==> config.mk <==
export PLATFORM = sky130hd
export DESIGN_NAME = aarm_front
export DESIGN_NICKNAME = d
export VERILOG_FILES = /design/src/rtl/aarm_pkg.sv /design/src/rtl/aarm_front.sv
export SDC_FILE = /design/constraint.sdc
export NUM_CORES = 2
export LEC_CHECK = 0
export ABC_AREA = 1
export CAP_MARGIN = 15
export CORE_ASPECT_RATIO = 0.6
export CORE_MARGIN = 4
export CORE_UTILIZATION = 48
export DETAILED_ROUTE_END_ITERATION = 6
export DONT_BUFFER_PORTS = 1
export SYNTH_ARGS = -nofsm -noshare
export SYNTH_HDL_FRONTEND = slang
export SYNTH_SLANG_ARGS = --single-unit
==> constraint.sdc <==
create_clock -name clk -period 7.65 [get_ports clk]
set_input_delay 0.3825 -clock clk [delete_from_list [all_inputs] [get_ports clk]]
set_output_delay 0.3825 -clock clk [all_outputs]
set_load 0.02 [all_outputs]
==> src/rtl/aarm_pkg.sv <==
// ----------------------------------------------------------------------------
// aarm_pkg
// Shared types, constants and arithmetic helpers for the axis-angle to
// rotation matrix block.
// ----------------------------------------------------------------------------
package aarm_pkg;

    localparam logic signed [31:0] ONE_Q28     = 32'sd268435456;
    localparam logic signed [31:0] PI_Q28      = 32'sd843314857;
    localparam logic signed [31:0] HALF_PI_Q28 = 32'sd421657428;
    localparam logic signed [31:0] GAIN_Q28    = 32'sd163008219;
    localparam int                 TABLE_LEN   = 24;
    localparam logic signed [15:0] UNIT_OUT    = 16'sd16384;

    localparam int QUEUE_DEPTH  = 4;
    localparam int QPTR_W       = $clog2(QUEUE_DEPTH);

    // back pipeline layout
    localparam int SQRT_STAGES  = 32;
    localparam int DIV_STAGES   = 29;
    localparam int DIV_FIRST    = SQRT_STAGES;
    localparam int MUL1_STAGE   = DIV_FIRST + DIV_STAGES;
    localparam int MUL2_STAGE   = MUL1_STAGE + 1;
    localparam int SUM_STAGE    = MUL2_STAGE + 1;
    localparam int PIPE_STAGES  = SUM_STAGE + 1;

    // classified request handed from front to back
    typedef struct packed {
        logic               degen;
        logic               flip;
        logic signed [31:0] ang;
        logic [31:0]        sum;
        logic [15:0]        mx;
        logic [15:0]        my;
        logic [15:0]        mz;
        logic               sx;
        logic               sy;
        logic               sz;
    } front_t;

    // one back pipeline stage
    typedef struct packed {
        logic               degen;
        logic               flip;
        logic               sx;
        logic               sy;
        logic               sz;
        logic [15:0]        mx;
        logic [15:0]        my;
        logic [15:0]        mz;
        logic [31:0]        sq_rad;
        logic [33:0]        sq_rem;
        logic [31:0]        sq_root;
        logic signed [31:0] cx;
        logic signed [31:0] cy;
        logic signed [31:0] cz;
        logic [32:0]        dv_rem_x;
        logic [32:0]        dv_rem_y;
        logic [32:0]        dv_rem_z;
        logic [28:0]        q_x;
        logic [28:0]        q_y;
        logic [28:0]        q_z;
        logic signed [31:0] c;
        logic signed [31:0] t;
        logic signed [31:0] pxx;
        logic signed [31:0] pyy;
        logic signed [31:0] pzz;
        logic signed [31:0] pxy;
        logic signed [31:0] pxz;
        logic signed [31:0] pyz;
        logic signed [31:0] pxs;
        logic signed [31:0] pys;
        logic signed [31:0] pzs;
        logic [8:0][15:0]   rr;
    } stage_t;

    function automatic logic signed [31:0] atan_q28(input int i);
        logic signed [31:0] v;
        case (i)
            0:       v = 32'sd210828714;
            1:       v = 32'sd124459457;
            2:       v = 32'sd65760959;
            3:       v = 32'sd33381290;
            4:       v = 32'sd16755422;
            5:       v = 32'sd8385879;
            6:       v = 32'sd4193963;
            7:       v = 32'sd2097109;
            8:       v = 32'sd1048571;
            9:       v = 32'sd524287;
            10:      v = 32'sd262144;
            11:      v = 32'sd131072;
            12:      v = 32'sd65536;
            13:      v = 32'sd32768;
            14:      v = 32'sd16384;
            15:      v = 32'sd8192;
            16:      v = 32'sd4096;
            17:      v = 32'sd2048;
            18:      v = 32'sd1024;
            19:      v = 32'sd512;
            20:      v = 32'sd256;
            21:      v = 32'sd128;
            22:      v = 32'sd64;
            23:      v = 32'sd32;
            default: v = 32'sd0;
        endcase
        return v;
    endfunction

    // Q.28 product, floor
    function automatic logic signed [31:0] qmul(input logic signed [31:0] a,
                                                input logic signed [31:0] b);
        logic signed [63:0] p;
        p = $signed({{32{a[31]}}, a}) * $signed({{32{b[31]}}, b});
        return p[59:28];
    endfunction

    // one restoring divide step: {quotient bit, new remainder}
    function automatic logic [33:0] div_step(input logic [32:0] rem,
                                             input logic [31:0] d);
        logic [32:0] sh;
        logic [32:0] dd;
        sh = {rem[31:0], 1'b0};
        dd = {1'b0, d};
        if (sh >= dd) begin
            return {1'b1, 33'(sh - dd)};
        end
        return {1'b0, sh};
    endfunction

    // round to Q1.14 and saturate
    function automatic logic [15:0] to_out(input logic signed [31:0] v);
        logic signed [32:0] w;
        logic signed [18:0] q;
        w = $signed({v[31], v}) + 33'sd8192;
        q = w[32:14];
        if (q > 19'sd16384) begin
            return UNIT_OUT;
        end
        if (q < -19'sd16384) begin
            return -UNIT_OUT;
        end
        return q[15:0];
    endfunction

endpackage

==> src/rtl/aarm_front.sv <==
// ----------------------------------------------------------------------------
// aarm_front
// Accepts requests, forms the axis length squared, folds the angle into
// -pi/2..pi/2 and flags a zero-length axis.
// ----------------------------------------------------------------------------
module aarm_front (
    input  logic                 clk,
    input  logic                 rst_n,
    input  logic                 item_valid,
    output logic                 item_ready,
    input  logic signed [15:0]   angle,
    input  logic signed [15:0]   axis_x,
    input  logic signed [15:0]   axis_y,
    input  logic signed [15:0]   axis_z,
    output logic                 q_valid,
    input  logic                 q_ready,
    output aarm_pkg::front_t     q_data
);

    logic              f_valid_reg;
    aarm_pkg::front_t  f_data_reg;
    aarm_pkg::front_t  f_data_next;

    logic signed [31:0] sqx;
    logic signed [31:0] sqy;
    logic signed [31:0] sqz;
    logic signed [31:0] ang_w;

    assign item_ready = !f_valid_reg || q_ready;
    assign q_valid    = f_valid_reg;
    assign q_data     = f_data_reg;

    always_comb
    begin
        sqx   = axis_x * axis_x;
        sqy   = axis_y * axis_y;
        sqz   = axis_z * axis_z;
        ang_w = $signed({angle[15], angle, 15'b0});
        f_data_next.sum   = 32'(sqx) + 32'(sqy) + 32'(sqz);
        f_data_next.degen = (f_data_next.sum == 32'd0);
        f_data_next.flip  = 1'b0;
        f_data_next.ang   = ang_w;
        if (ang_w > aarm_pkg::HALF_PI_Q28)
        begin
            f_data_next.ang  = ang_w - aarm_pkg::PI_Q28;
            f_data_next.flip = 1'b1;
        end
        else if (ang_w < -aarm_pkg::HALF_PI_Q28)
        begin
            f_data_next.ang  = ang_w + aarm_pkg::PI_Q28;
            f_data_next.flip = 1'b1;
        end
        f_data_next.sx = axis_x[15];
        f_data_next.sy = axis_y[15];
        f_data_next.sz = axis_z[15];
        f_data_next.mx = axis_x[15] ? 16'(-axis_x) : 16'(axis_x);
        f_data_next.my = axis_y[15] ? 16'(-axis_y) : 16'(axis_y);
        f_data_next.mz = axis_z[15] ? 16'(-axis_z) : 16'(axis_z);
    end

    always_ff @(posedge clk or negedge rst_n)
    begin
        if (!rst_n)
        begin
            f_valid_reg <= 1'b0;
        end
        else if (item_ready)
        begin
            f_valid_reg <= item_valid;
        end
    end

    always_ff @(posedge clk)
    begin
        if (item_valid && item_ready)
        begin
            f_data_reg <= f_data_next;
        end
    end

endmodule

==> flow_metrics.py <==
metrics = {
    "clock_tree": {
        "clockBufferDepth": 2,
        "cts.sinks": 105,
        "clk_pin_slew_ns": 0.07,
        "root_buffer": "clkbuf_16",
        "insertion_delay_ns": 0.39,
        "htree_levels": 3,
        "cts_tree": "done",
        "cts_buffers": 9,
    },
    "sta": {
        "fin_hold_ws_ns": 0.0889,
        "relSlewSlack": 0.272,
        "max_clock_freq_ghz": 0.135,
        "skew_ns": 0.00766,
        "finalCritPeriodShare": 0.971,
        "period_minus_slack_ns": 7.43,
        "maxSlewViolCount": 0,
        "tightest_slew_ns": 1.09,
        "rsz0062_at_grt": "no",
        "setup_viol": 0,
        "hold_viol_final": 0,
        "setup-tns-final_ns": 0,
    },
    "cells_and_area": {
        "diodes": 0,
        "final_net_count": 4679,
        "syn_to_final_growth_pct": 5.78,
        "multi_input_area_mm2": 0.0238,
        "drive_gt1_frac": 0.0458,
        "fillers": 6352,
        "instances_no_fill": 4482,
        "final_util": 0.515,
        "register_area_mm2": 0.00315,
    },
    "logic_synthesis": {
        "syn-instance-count": 3570,
        "syn_area_mm2": 0.0324,
        "yosysTopAreaCellShare": 0.505,
        "yosys_warnings": 0,
        "synth_edf_count": 104,
        "syn_nets": 4671,
        "yosys-top-cells-area": "fa_1, inv_1, edfxtp_1",
        "yosysTopAreaCell": "fa_1",
        "ys_async_sr_fraction": 0.00952,
        "synth.top_cells.by_count": "inv_1, fa_1, nand2_1, ha_1, nor2_1",
        "synth.distinct_cells": 48,
        "yosysMostFrequentCell": "inv_1",
        "synth.avg_cell_area_um2": 9.07,
        "ys.flop_type": "edfxtp_1",
        "ys_ff_latch": 105,
        "ys_seq_area_frac": 0.0972,
    },
    "grt": {
        "grt_max_degree": 67,
        "grt_pass1_wl_um": 126000,
        "gr-usage-all-layers": 0.228,
        "grt_pass1_vias": 22468,
        "grt_antenna_before_repair": 0,
        "grt_remaining_overflow": 0,
    },
    "route": {
        "wirelength_um": 76200,
        "via_per_inst": 4.67,
        "wl_per_cell_um": 17.0,
        "first_iter_violations": 1179,
        "drt-pass1-iter-count": 5,
        "ant_nets": 0,
        "vias": 20935,
        "route.detailed.drc": 0,
    },
    "worst_setup_path": {
        "critical_path_required_ns": 7.90,
        "endpoint": "q_data[116]$_DFFE_PP_",
        "worstReg2RegEnd": "q_data[44]$_DFFE_PP_",
        "crit_type": "input pin to register",
        "crit_path_start": "axis_y[0]",
        "critPathMostFrequentCell": "fa_1",
        "endpoint_kind": "register",
        "cp_slowest_cell": "fa_1",
        "arrival_ns": 7.68,
        "r2r_start": "q_valid$_DFFE_PN0N_",
        "rrSetupSlack_ns": 5.29,
        "start_kind": "input pin",
        "cp_slowest_stage_delay_ns": 0.60,
        "crit_fanout": 19,
        "rr_worst_depth": 3,
    },
    "place": {
        "dp_cells": 4465,
        "hpwl_um": 67800,
        "portBuffers": 0,
        "place.gp.congestion": 0.908,
    },
    "floorplan": {
        "die_area_mm2": 0.0718,
        "coreArea_mm2": 0.0665,
        "io_pins": 187,
        "dieWidth_um": 343,
        "rows": 73,
        "die_h_um": 209,
        "start_util": 0.487,
    },
    "run_status": {
        "run_status": "finished, final reports clean",
    },
    "worst_hold_path": {
        "hold_class": "input pin to register",
    },
    "flow_run": {
        "cap_violations": 0,
    },
}
[placed cells by master, fill, tap and decap left out, types with 2 or more instances in the layout]
cell,instances
o22ai_1,5
nor3_2,2
nor2_1,107
clkinvlp_4,2
nand4_1,12
clkbuf_16,9
a21o_1,6
nor3_1,20
o21ai_0,36
inv_1,1325
nand2_1,553
nor2_2,4
ha_1,216
a21oi_2,4
nand2_2,7
nand3_1,39
xnor2_1,30
o31ai_1,3
fa_1,815
xor2_1,79
clkinv_1,2
o21bai_1,6
nor4_1,2
inv_2,3
fa_2,2
or2_2,9
o21ai_1,4
edfxtp_1,104
nand3b_1,7
buf_4,108
a21oi_1,30
nand3_2,2
clkinv_2,2
a31oi_1,4
buf_12,5
[worst min-delay path by stage]
stage                           end  cells past startpoint  slack, ns       from
2_1_floorplan   q_valid$_DFFE_PN0N_                      0       0.09      rst_n
3_3_place_gp    q_valid$_DFFE_PN0N_                      0       0.09      rst_n
3_5_place_dp    q_valid$_DFFE_PN0N_                      0       0.09      rst_n
4_1_cts        q_data[19]$_DFFE_PP_                      0       0.06  axis_y[0]
5_1_grt        q_data[35]$_DFFE_PP_                      0       0.06  axis_x[0]
6_report       q_data[19]$_DFFE_PP_                      0       0.09  axis_y[0]
[repair_timing]
item,4_1_cts,5_1_grt
hold endpoints to repair,1,0
hold buffers,1,0
setup endpoints to repair,0,1
buffers inserted,0,1
gates resized for setup,0,5
[critical path, delay by kind of cell]
family / cells / cell delay [ns]
buffers and inverters: 8 / 0.79
AO/OA/AOI/OAI: 1 / 0.06
AND/OR/NAND/NOR: 11 / 1.46
adder cells (fa/ha/maj): 10 / 4.73
XOR/XNOR: 1 / 0.23
[flip-flops by register name, indices dropped and copies added, names as in the netlist]
name and cells:
q_data 104, q_valid 1
[logic make-up after synthesis]
logic type / synth area share
buffers and inverters: 0.170
adders and majority gates: 0.589
xor gates and xnor gates: 0.0295
other: 0.000116
DFF: 0.0972
AOI/OAI and AO/OA: 0.0202
and+or+nand+nor: 0.0948
[cell type report]
cell class	count	area share
Timing Repair Buffer	114	0.0269
Sequential cell	105	0.0919
Tap cell	900	0.0329
Multi-Input combinational cell	2018	0.694
Clock inverter	6	0.00175
Inverter	1330	0.146
Clock buffer	9	0.00658
[stage by stage]
step | setup slack, ns | instance area [um^2]
after floorplan | 0.0104 | 32400
after global routing | 0.00385 | 34300
after detailed placement | -0.128 | 33900
after CTS | 0.273 | 34200
final | 0.223 | 34300
after global placement | -0.0959 | 33900
[per-layer routing]
metal  global-route usage  part of all wire  vias up
li1                     -                 -     9872
met1                0.346              0.47    10551
met2                0.359              0.47      464
met3               0.0314             0.050       48
met4               0.0337             0.012        0
met5                    0                 0        -
Power is not shown: default switching activity piles up to over one toggle a cycle in this logic, so the estimate is an artifact.
