===== config.mk =====
export PLATFORM = sky130hd
export DESIGN_NAME = aarm_queue
export DESIGN_NICKNAME = d
export VERILOG_FILES = /design/src/rtl/aarm_pkg.sv /design/src/rtl/aarm_queue.sv
export SDC_FILE = /design/constraint.sdc
export NUM_CORES = 1
export LEC_CHECK = 0
export BUFFER_PORTS_ARGS = -buffer_cell sky130_fd_sc_hd__buf_4
export CAP_MARGIN = 10
export CORE_MARGIN = 2
export CORE_UTILIZATION = 60
export DETAILED_ROUTE_END_ITERATION = 16
export PLACE_DENSITY = 0.83
export SLEW_MARGIN = 15
export SYNTH_ARGS = -nofsm -noshare
export SYNTH_HDL_FRONTEND = slang
export SYNTH_SLANG_ARGS = --single-unit

===== constraint.sdc =====
create_clock -name clk -period 6.67 [get_ports clk]
set_input_delay 1.0005 -clock clk [delete_from_list [all_inputs] [get_ports clk]]
set_output_delay 1.0005 -clock clk [all_outputs]
set_load 0.01 [all_outputs]

===== src/rtl/aarm_pkg.sv =====
// ----------------------------------------------------------------------------
// aarm_pkg
// Shared types, constants and arithmetic helpers for the axis-angle to
// rotation matrix block.
// ----------------------------------------------------------------------------
package aarm_pkg;

    localparam logic signed [31:0] ONE_Q28     = 32'sd268435456;
    localparam logic signed [31:0] PI_Q28      = 32'sd843314857;
    localparam logic signed [31:0] HALF_PI_Q28 = 32'sd421657428;
    localparam logic signed [31:0] GAIN_Q28    = 32'sd163008219;
    localparam int                 TABLE_LEN   = 24;
    localparam logic signed [15:0] UNIT_OUT    = 16'sd16384;

    localparam int QUEUE_DEPTH  = 4;
    localparam int QPTR_W       = $clog2(QUEUE_DEPTH);

    // back pipeline layout
    localparam int SQRT_STAGES  = 32;
    localparam int DIV_STAGES   = 29;
    localparam int DIV_FIRST    = SQRT_STAGES;
    localparam int MUL1_STAGE   = DIV_FIRST + DIV_STAGES;
    localparam int MUL2_STAGE   = MUL1_STAGE + 1;
    localparam int SUM_STAGE    = MUL2_STAGE + 1;
    localparam int PIPE_STAGES  = SUM_STAGE + 1;

    // classified request handed from front to back
    typedef struct packed {
        logic               degen;
        logic               flip;
        logic signed [31:0] ang;
        logic [31:0]        sum;
        logic [15:0]        mx;
        logic [15:0]        my;
        logic [15:0]        mz;
        logic               sx;
        logic               sy;
        logic               sz;
    } front_t;

    // one back pipeline stage
    typedef struct packed {
        logic               degen;
        logic               flip;
        logic               sx;
        logic               sy;
        logic               sz;
        logic [15:0]        mx;
        logic [15:0]        my;
        logic [15:0]        mz;
        logic [31:0]        sq_rad;
        logic [33:0]        sq_rem;
        logic [31:0]        sq_root;
        logic signed [31:0] cx;
        logic signed [31:0] cy;
        logic signed [31:0] cz;
        logic [32:0]        dv_rem_x;
        logic [32:0]        dv_rem_y;
        logic [32:0]        dv_rem_z;
        logic [28:0]        q_x;
        logic [28:0]        q_y;
        logic [28:0]        q_z;
        logic signed [31:0] c;
        logic signed [31:0] t;
        logic signed [31:0] pxx;
        logic signed [31:0] pyy;
        logic signed [31:0] pzz;
        logic signed [31:0] pxy;
        logic signed [31:0] pxz;
        logic signed [31:0] pyz;
        logic signed [31:0] pxs;
        logic signed [31:0] pys;
        logic signed [31:0] pzs;
        logic [8:0][15:0]   rr;
    } stage_t;

    function automatic logic signed [31:0] atan_q28(input int i);
        logic signed [31:0] v;
        case (i)
            0:       v = 32'sd210828714;
            1:       v = 32'sd124459457;
            2:       v = 32'sd65760959;
            3:       v = 32'sd33381290;
            4:       v = 32'sd16755422;
            5:       v = 32'sd8385879;
            6:       v = 32'sd4193963;
            7:       v = 32'sd2097109;
            8:       v = 32'sd1048571;
            9:       v = 32'sd524287;
            10:      v = 32'sd262144;
            11:      v = 32'sd131072;
            12:      v = 32'sd65536;
            13:      v = 32'sd32768;
            14:      v = 32'sd16384;
            15:      v = 32'sd8192;
            16:      v = 32'sd4096;
            17:      v = 32'sd2048;
            18:      v = 32'sd1024;
            19:      v = 32'sd512;
            20:      v = 32'sd256;
            21:      v = 32'sd128;
            22:      v = 32'sd64;
            23:      v = 32'sd32;
            default: v = 32'sd0;
        endcase
        return v;
    endfunction

    // Q.28 product, floor
    function automatic logic signed [31:0] qmul(input logic signed [31:0] a,
                                                input logic signed [31:0] b);
        logic signed [63:0] p;
        p = $signed({{32{a[31]}}, a}) * $signed({{32{b[31]}}, b});
        return p[59:28];
    endfunction

    // one restoring divide step: {quotient bit, new remainder}
    function automatic logic [33:0] div_step(input logic [32:0] rem,
                                             input logic [31:0] d);
        logic [32:0] sh;
        logic [32:0] dd;
        sh = {rem[31:0], 1'b0};
        dd = {1'b0, d};
        if (sh >= dd) begin
            return {1'b1, 33'(sh - dd)};
        end
        return {1'b0, sh};
    endfunction

    // round to Q1.14 and saturate
    function automatic logic [15:0] to_out(input logic signed [31:0] v);
        logic signed [32:0] w;
        logic signed [18:0] q;
        w = $signed({v[31], v}) + 33'sd8192;
        q = w[32:14];
        if (q > 19'sd16384) begin
            return UNIT_OUT;
        end
        if (q < -19'sd16384) begin
            return -UNIT_OUT;
        end
        return q[15:0];
    endfunction

endpackage


===== src/rtl/aarm_queue.sv =====
// ----------------------------------------------------------------------------
// aarm_queue
// Short FIFO between front and back.
// ----------------------------------------------------------------------------
module aarm_queue (
    input  logic              clk,
    input  logic              rst_n,
    input  logic              wr_valid,
    output logic              wr_ready,
    input  aarm_pkg::front_t  wr_data,
    output logic              rd_valid,
    input  logic              rd_ready,
    output aarm_pkg::front_t  rd_data
);

    aarm_pkg::front_t                 mem [aarm_pkg::QUEUE_DEPTH];
    logic [aarm_pkg::QPTR_W-1:0]      wr_ptr_reg;
    logic [aarm_pkg::QPTR_W-1:0]      rd_ptr_reg;
    logic [aarm_pkg::QPTR_W:0]        count_reg;
    logic                             do_wr;
    logic                             do_rd;

    assign wr_ready = (count_reg != (aarm_pkg::QPTR_W+1)'(aarm_pkg::QUEUE_DEPTH));
    assign rd_valid = (count_reg != '0);
    assign rd_data  = mem[rd_ptr_reg];
    assign do_wr    = wr_valid && wr_ready;
    assign do_rd    = rd_valid && rd_ready;

    always_ff @(posedge clk or negedge rst_n)
    begin
        if (!rst_n)
        begin
            wr_ptr_reg <= '0;
            rd_ptr_reg <= '0;
            count_reg  <= '0;
        end
        else
        begin
            if (do_wr)
            begin
                wr_ptr_reg <= wr_ptr_reg + 1'b1;
            end
            if (do_rd)
            begin
                rd_ptr_reg <= rd_ptr_reg + 1'b1;
            end
            if (do_wr && !do_rd)
            begin
                count_reg <= count_reg + 1'b1;
            end
            else if (do_rd && !do_wr)
            begin
                count_reg <= count_reg - 1'b1;
            end
        end
    end

    always_ff @(posedge clk)
    begin
        if (do_wr)
        begin
            mem[wr_ptr_reg] <= wr_data;
        end
    end

endmodule


==> results of run 1 <==
## metal layers
layer	wire [um]	part of all wire, %	vias to the layer above	global-route usage (%)
li1	-	-	3330	-
met1	12200	38	3974	29.5
met2	15500	49	305	33.4
met3	3230	10	57	7.41
met4	694	2.2	2	5.85
met5	13	0.041	-	0
## cell usage in the layout (no fill, tap or decap), drive strengths merged
cell type	count
edfxtp	468
buf	251
mux4	117
clkbuf	61
clkinv	13
dfrtp	7
ha	5
and2	4
xnor2	4
inv	4
nor2	2
nand2	2
mux2	2
xor2	2
bufinv	2
diode	1
a21boi	1
or3	1
nand3	1
fa	1
## metrics by stage
| stage | power, mW | util (%) | worst slack [ps] |
|---|---|---|---|
| finish | 9.39 | 72.9 | 2600 |
| global route | 9.81 | 72.9 | 2410 |
| CTS | 9.53 | 72.9 | 2540 |
| detailed placement | 7.10 | 68.0 | 3110 |
| global placement | 7.03 | 68.0 | 3110 |
| floorplan | 6.01 | - | 2180 |
## power by group
| part | switching, mW | internal (mW) |
|---|---|---|
| clock network | 1.00 | 1.41 |
| registers | 0.273 | 3.95 |
| logic | 1.33 | 1.43 |
## logic make-up after synthesis
| logic type | count (synthesis) | synth area share, % |
|---|---|---|
| AO/OA/AOI/OAI | 1 | 0.0648 |
| XOR/XNOR | 6 | 0.302 |
| adder cells (fa/ha/maj) | 6 | 0.475 |
| buffers and inverters | 29 | 1.75 |
| flip-flops | 475 | 81.8 |
| multiplexers | 119 | 15.3 |
| AND/OR/NAND/NOR | 10 | 0.295 |
## cell usage after synthesis
library cell	n	area [sq um]
a21boi_2	1	11.3
and2_1	4	25.0
buf_12	10	200
buf_2	5	25.0
buf_4	1	7.51
buf_6	3	33.8
clkbuf_1	7	26.3
dfrtp_1	7	175
edfxtp_1	468	14100
fa_1	1	20.0
ha_1	5	62.6
inv_1	3	11.3
mux2_2	2	22.5
mux4_2	117	2640
nand2_1	2	7.51
nand3_1	1	5.00
nor2_1	2	7.51
or3_1	1	6.26
xnor2_1	4	35.0
xor2_1	2	17.5
## final timing paths
check	slack (ps)	cells past startpoint	end	start
max	2600	3	rd_data[38]	rd_ptr_reg[1]
min	270	1	count_reg[1]	rst_n
max reg2reg	4030	4	mem[2][28]	count_reg[0]
min reg2reg	530	1	count_reg[2]	count_reg[2]
max in group asynchronous	6250	1	rd_ptr_reg[1]	rst_n
min in group clk	530	1	count_reg[2]	count_reg[2]
## cell type report
cell class                      count  share of cell area [%]
Timing Repair Buffer              251                    9.03
Sequential cell                   475                    68.2
Inverter                            3                  0.0539
Tap cell                          384                    2.30
Clock buffer                       61                    6.09
Multi-Input combinational cell    142                    13.7
Antenna cell                        1                  0.0120
Clock inverter                     16                   0.605
## worst max-delay path: stages, from the launching register on
cell	delay, ps
dfrtp_4	850
buf_4	890
mux4_2	450
buf_4	160
==> summary.md, run 1 <==
| Metric | Value |
|---|---|
| Outcome | `complete, no violations` |
| Vias in the first global route | `just over 8k` |
| First-pass DRT Iterations | `4` |
| Post_cts resized | `0` |
| Routed len/inst | `around 24 um` |
| Leakage power | `7.12 nW` |
| Antenna Nets Post-Route | `0` |
| Clk Latency, worst-skew pair | `530 ps` |
| Max-cap violation count | `0` |
| Syn Std Cell Area | `0.0174 sq mm` |
| FILL cells | `roughly 1.6k` |
| Slew HR | `a little over a quarter` |
| All-layer global routing usage | `between 20 and 25%` |
| Final hold violations | `0` |
| Synth warn | `0` |
| Max-slew violations | `0` |
| Critical path class | `flop to output port` |
| Placement Rows | `62` |
| Largest net degree at the start of global routing | `between 70 and 80` |
| Area grow syn2layout | `20.1%` |
| Max Fclk | `~250 MHz` |
| Post-Syn Nets | `773` |
| Clock sink count | `475` |
| Routed WL | `roughly 32000 um` |
| Cell area power density | `450 mW/mm^2` |
| Total die area | `0.0304 sq mm` |
| Die height | `174 um` |
| CP Launch Type | `flop` |
| Max reg flops | `468` |
| Placed Cells | `1255` |
| Initial antenna violation count | `2` |
| CP Capture Type | `output port` |
| Starting Density | `between 60 and 70%` |
| CTS buffer count | `47` |
| Arrival time of the worst setup path | `3070 ps` |
| Worst Tran Pin Value | `~1100 ps` |
| Postcts setup bufs | `0` |
| Mapped Cells | `roughly 650` |
| Sequential cell area fraction in the yosys report | `81.8%` |
| Maximum clock path buffer count | `3` |
| CP required | `5670 ps` |
| Buffers on Ports | `239` |
| Hold_ws | `about 270 ps` |
| Layout cells sized above 1 | `a little under half` |
| FF+latch area | `0.0142 sq mm` |
| DRC viols | `0` |
| Max VDD drop | `0.271 mV` |
| Nets@finish | `1047` |
| I/O Pins | `240` |
| Yosys cell types | `20` |
| Initial DRC count | `647` |
| Gr ovfl total | `0` |
| Via Count | `7668` |
| Multi-input logic area | `0.00287 sq mm` |
| Dpl cell area | `0.0195 sq mm` |
| H-tree levels | `2` |
| Root buffer cell | `clkbuf_16` |
| FF+latch count, synth | `475` |
| CTS tree | `done` |
| Die width | `174 um` |
| Hold_buf cts | `0` |
| Final instance area | `0.0209 sq mm` |
| CORE AREA | `0.0286 sq mm` |
| Final Non-Filler Cells | `around 1.3k` |
| Post-DP HPWL | `18800 um` |
| GPL Wtd Cong | `0.712` |
| Path category of the worst min-delay check | `input port to asynchronous set/reset pin` |
| CP max FO | `72` |
| Setup_tns | `0 ps` |
| Clock Skew | `6.41 ps` |
| Tcrit/Tclk final | `61.0%` |
| Setup Viol. Count Final | `0` |
| Fin crit period | `between 4000 and 5000 ps` |
| Clock transition at the registers of the reported paths | `~60 ps` |
| Vias per inst | `5.75` |
| RSZ-0062 raised after global routing | `no` |
| First-pass GRT wire length | `48500 um` |
| Syn_area_per_cell | `26.9 sq um` |
Note: power is estimated with default switching activity, not from simulation.
==> inputs of run 2 (changes only) <==
--- a/config.mk
+++ b/config.mk
@@ -5,12 +5,13 @@
 export SDC_FILE = /design/constraint.sdc
 export NUM_CORES = 1
 export LEC_CHECK = 0
+export ABC_AREA = 1
 export BUFFER_PORTS_ARGS = -buffer_cell sky130_fd_sc_hd__buf_4
 export CAP_MARGIN = 10
 export CORE_MARGIN = 2
-export CORE_UTILIZATION = 60
+export CORE_UTILIZATION = 52
 export DETAILED_ROUTE_END_ITERATION = 16
-export PLACE_DENSITY = 0.83
+export PLACE_DENSITY = 0.76
 export SLEW_MARGIN = 15
 export SYNTH_ARGS = -nofsm -noshare
 export SYNTH_HDL_FRONTEND = slang
==> constraint.sdc (replaced) <==
create_clock -name clk -period 3.5 [get_ports clk]
set_input_delay 0.525 -clock clk [delete_from_list [all_inputs] [get_ports clk]]
set_output_delay 0.525 -clock clk [all_outputs]
set_load 0.01 [all_outputs]
==> run 2 against run 1 <==
  * Clock power up 100%
  * Worst setup slack worse by 2000 ps
  * Clock-buffer cell count unchanged
  * Routed wire length up 15%
  * Core utilization down 11 points
  * Synthesized cell count up 120%
  * Die area up 26%
  * Highest routed layer is now met4
==> summary.md, run 2 <==
| Metric | Value |
|---|---|
| Root buffer cell | `clkbuf_16` |
| Power share of the clock group | `25.0% (-0.6 points)` |
| Clock transition at the registers of the reported paths | `60 ps (about the same)` |
| Vias in the first global route | `11.0k (+34%)` |
| CP required | `2970 ps (-2700 ps)` |
| Max Fclk | `342 MHz` |
| Setup_tns | `0 ps (unchanged)` |
| Total die area | `0.0383 sq mm (+26%)` |
| Commonest non-fill, non-tap cells in the layout | `468 x edfxtp_1, 368 x nand2_1, 248 x inv_1` |
| Reg2Reg Launch Point | `count_reg[0]` |
| Path category of the worst min-delay check | `input port to flop` |
| Combinational group share of total power | `35.1% (+5.7 points)` |
| Mapped Cells | `1423 (+120%)` |
| Hold Path Origin | `wr_data[100]` |
| FF+latch count, synth | `475 (unchanged)` |
| Cell taking the most area after synthesis | `edfxtp_1` |
| R2R depth | `5 (+1)` |
| Syn_area_per_cell | `13.4 sq um (-50%)` |
| Max-cap violation count | `0 (unchanged)` |
| CP max FO | `128 (+78%)` |
| CP most frequent cell | `nand2_1` |
| Post-Syn Nets | `1550 (+100%)` |
| Tcrit/Tclk final | `83.4%` |
| Initial antenna violation count | `0 (-2)` |
| Top delay family on crit path | `buffers and inverters` |
| H-tree levels | `2 (unchanged)` |
| Post-DP HPWL | `20100 um (+7.2%)` |
| Count leader, synth | `edfxtp_1` |
| Buffers on Ports | `239 (unchanged)` |
| Worst Tran Pin Value | `773 ps (-331 ps)` |
| I/O Pins | `240 (unchanged)` |
| Critical path cell sequence | `clkinv_8 > buf_12 > nand2_1 > o211ai_1 > nand2_1 > buf_4` |
| Synth warn | `0 (unchanged)` |
| Setup Slack @ Placement | `1160 ps (-1950 ps)` |
| Clock sink count | `475 (unchanged)` |
| Placement Rows | `70 (+13%)` |
| Max-slew violations | `0 (unchanged)` |
| Final instance area | `0.0226 sq mm (+8.4%)` |
| Post_cts resized | `0 (unchanged)` |
| Area grow syn2layout | `18.4%` |
| Routed WL | `36400 um (+15%)` |
| Clock Skew | `15.1 ps (+8.67 ps)` |
| Sw frac | `33.5% (+5.8 points)` |
| Post-synth EDFFs | `468 (unchanged)` |
| Initial DRC count | `511 (-21%)` |
| Fraction of registers with async set/reset | `1.47% (unchanged)` |
| Placed Cells | `2069 (+65%)` |
| CP Capture Type | `output port` |
| Outcome | `complete, no violations` |
| Die height | `196 um (+12%)` |
| Tot Pwr | `19.4 mW (+110%)` |
| Hold Crit Endpoint | `mem[0][100]` |
| Sequential cell area fraction in the yosys report | `74.4% (-7.4 points)` |
| Arrival time of the worst setup path | `2400 ps (-670 ps)` |
| Setup Viol. Count Final | `0 (unchanged)` |
| Reg2reg setup slack | `1260 ps (-2770 ps)` |
| Routed len/inst | `16.9 um (-29%)` |
| Critical path class | `flop to output port` |
| Synth top area share | `73.5% (-7.3 points)` |
| Layout cells sized above 1 | `19.2% (-27 points)` |
| Starting Density | `52.5% (-8.3 points)` |
| Sequential power share | `39.9% (-5.1 points)` |
| Worst Setup Slack, final | `580 ps (-2020 ps)` |
| Via Count | `11.0k (+44%)` |
| Net switching power figure | `6.49 mW (+150%)` |
| Synth area leaders | `edfxtp_1 74%, o211ai_1 9.2%, nand2_1 7.2%` |
| Clk Latency, worst-skew pair | `580 ps (+50 ps)` |
| First-pass DRT Iterations | `5 (+1)` |
| Hold path depth | `1` |
| Hold_ws | `141 ps (-132 ps)` |
| Top cells by count, synth | `468 x edfxtp_1, 368 x nand2_1, 248 x inv_1` |
| Top FF cell, synth | `edfxtp_1` |
| CP max stage delay | `460 ps (-430 ps)` |
| Maximum clock path buffer count | `3 (unchanged)` |
| Max VDD drop | `0.528 mV (+95%)` |
| Antenna Nets Post-Route | `0 (unchanged)` |
| Slowest cell on crit path | `dfrtp_1` |
| CTS buffer count | `48 (+2.1%)` |
| Slew HR | `48.5% (+22 points)` |
| RSZ-0062 raised after global routing | `no` |
| Postcts setup bufs | `0 (unchanged)` |
| Cell area power density | `856 mW/mm^2 (+90%)` |
| CTS tree | `done` |
| Buf/Inv on CP | `3 (+1)` |
| Gr ovfl total | `0 (unchanged)` |
| Internal power | `12.9 mW (+90%)` |
| Final Non-Filler Cells | `2155 (+62%)` |
| Commonest non-fill, non-tap cell in the layout | `edfxtp_1` |
| Dpl cell area | `0.0211 sq mm (+8.5%)` |
| Final core occ | `62.1% (-11 points)` |
| Fin crit period | `2920 ps` |
| Syn Std Cell Area | `0.0191 sq mm (+9.9%)` |
| First-pass GRT wire length | `56600 um (+17%)` |
| Ant. Diodes | `0 (-1)` |
| CORE AREA | `0.0364 sq mm (+27%)` |
| Nets@finish | `1779 (+70%)` |
| Final hold violations | `0 (unchanged)` |
| GPL Wtd Cong | `0.709 (-0.39%)` |
| Largest net degree at the start of global routing | `129 (+77%)` |
| CP Launch Type | `flop` |
| R2r endpoint | `mem[1][31]` |
| Max reg flops | `468 (unchanged)` |
| DRC viols | `0 (unchanged)` |
| All-layer global routing usage | `19.1% (-2.3 points)` |
| FILL cells | `2650 (+68%)` |
| Vias per inst | `5.12 (-11%)` |
| Die width | `196 um (+12%)` |
| Yosys cell types | `18 (-10%)` |
| Leakage power | `9.08 nW (+27%)` |
==> run 2: cell count changes after synthesis, sizes merged, moves of 2 or more <==
cell,delta
xor2,-2
nand2,+366
clkbuf,+7
o211ai,+234
nand3,+6
xnor2,-3
and2,-4
mux4,-117
mux2,-2
nor2,+2
buf,+43
inv,+247
==> run 2: worst register-to-register path, stage by stage (launching register included) <==
cell     delay [ps]
dfrtp_1         430
inv_1            80
nand3_1         170
nand2_1         330
nor2_4          210
buf_12          580
==> run 2: kinds of logic after synthesis <==
group,count (synthesis),share of synthesized area (%)
XOR/XNOR,1,0.0458
AND/OR/NAND/NOR,380,7.52
buffers and inverters,326,8.35
adder cells (fa/ha/maj),6,0.432
AO/OA/AOI/OAI,235,9.22
flip-flops,475,74.4
==> run 2: layer usage <==
layer | GRT usage (%) | share of wire, % | vias up
met3 | 5.11 | 7.5 | 70
met1 | 22.5 | 40 | 5259
met4 | 7.58 | 2.9 | 0
met2 | 33.7 | 50 | 276
li1 | - | - | 5436
met5 | 0 | 0 | -
==> run 2: cell type report <==
class                      count  area, sq um  share of cell area (%)
sequential                   475        14200                    62.9
timing repair buffer         255         2040                    9.02
clock inverter                24          200                   0.885
tap                          468          586                    2.59
multi-input combinational    622         3320                    14.7
clock buffer                  61         1290                    5.71
inverter                     250          953                    4.21
==> run 2: repair_timing <==
action                                  in CTS  in global routing
hold buffers                                 1                  0
endpoints found under the setup margin       0                  0
hold endpoints to repair                     7                  0
==> run 2: power groups by stage <==
stage / Sequential, mW / Clock, mW / Combinational [mW]
6_report: 7.73 / 4.85 / 6.80
5_1_grt: 7.82 / 5.13 / 7.54
4_1_cts: 7.74 / 4.94 / 6.94
3_5_place_dp: 7.85 / 0 / 6.90
3_3_place_gp: 7.81 / 0 / 6.77
2_1_floorplan: 7.89 / 0 / 4.37
==> run 2: worst max-delay path by stage <==
stage	depth (start not counted)	start	endpoint	slack, ps
3_3_place_gp	6	rd_ptr_reg[0]	rd_data[107]	1260
3_5_place_dp	6	rd_ptr_reg[0]	rd_data[23]	1160
4_1_cts	6	rd_ptr_reg[0]	rd_data[23]	530
5_1_grt	6	rd_ptr_reg[0]	rd_data[107]	400
6_report	6	rd_ptr_reg[0]	rd_data[23]	580
2_1_floorplan	4	count_reg[0]	mem[0][0]	-850
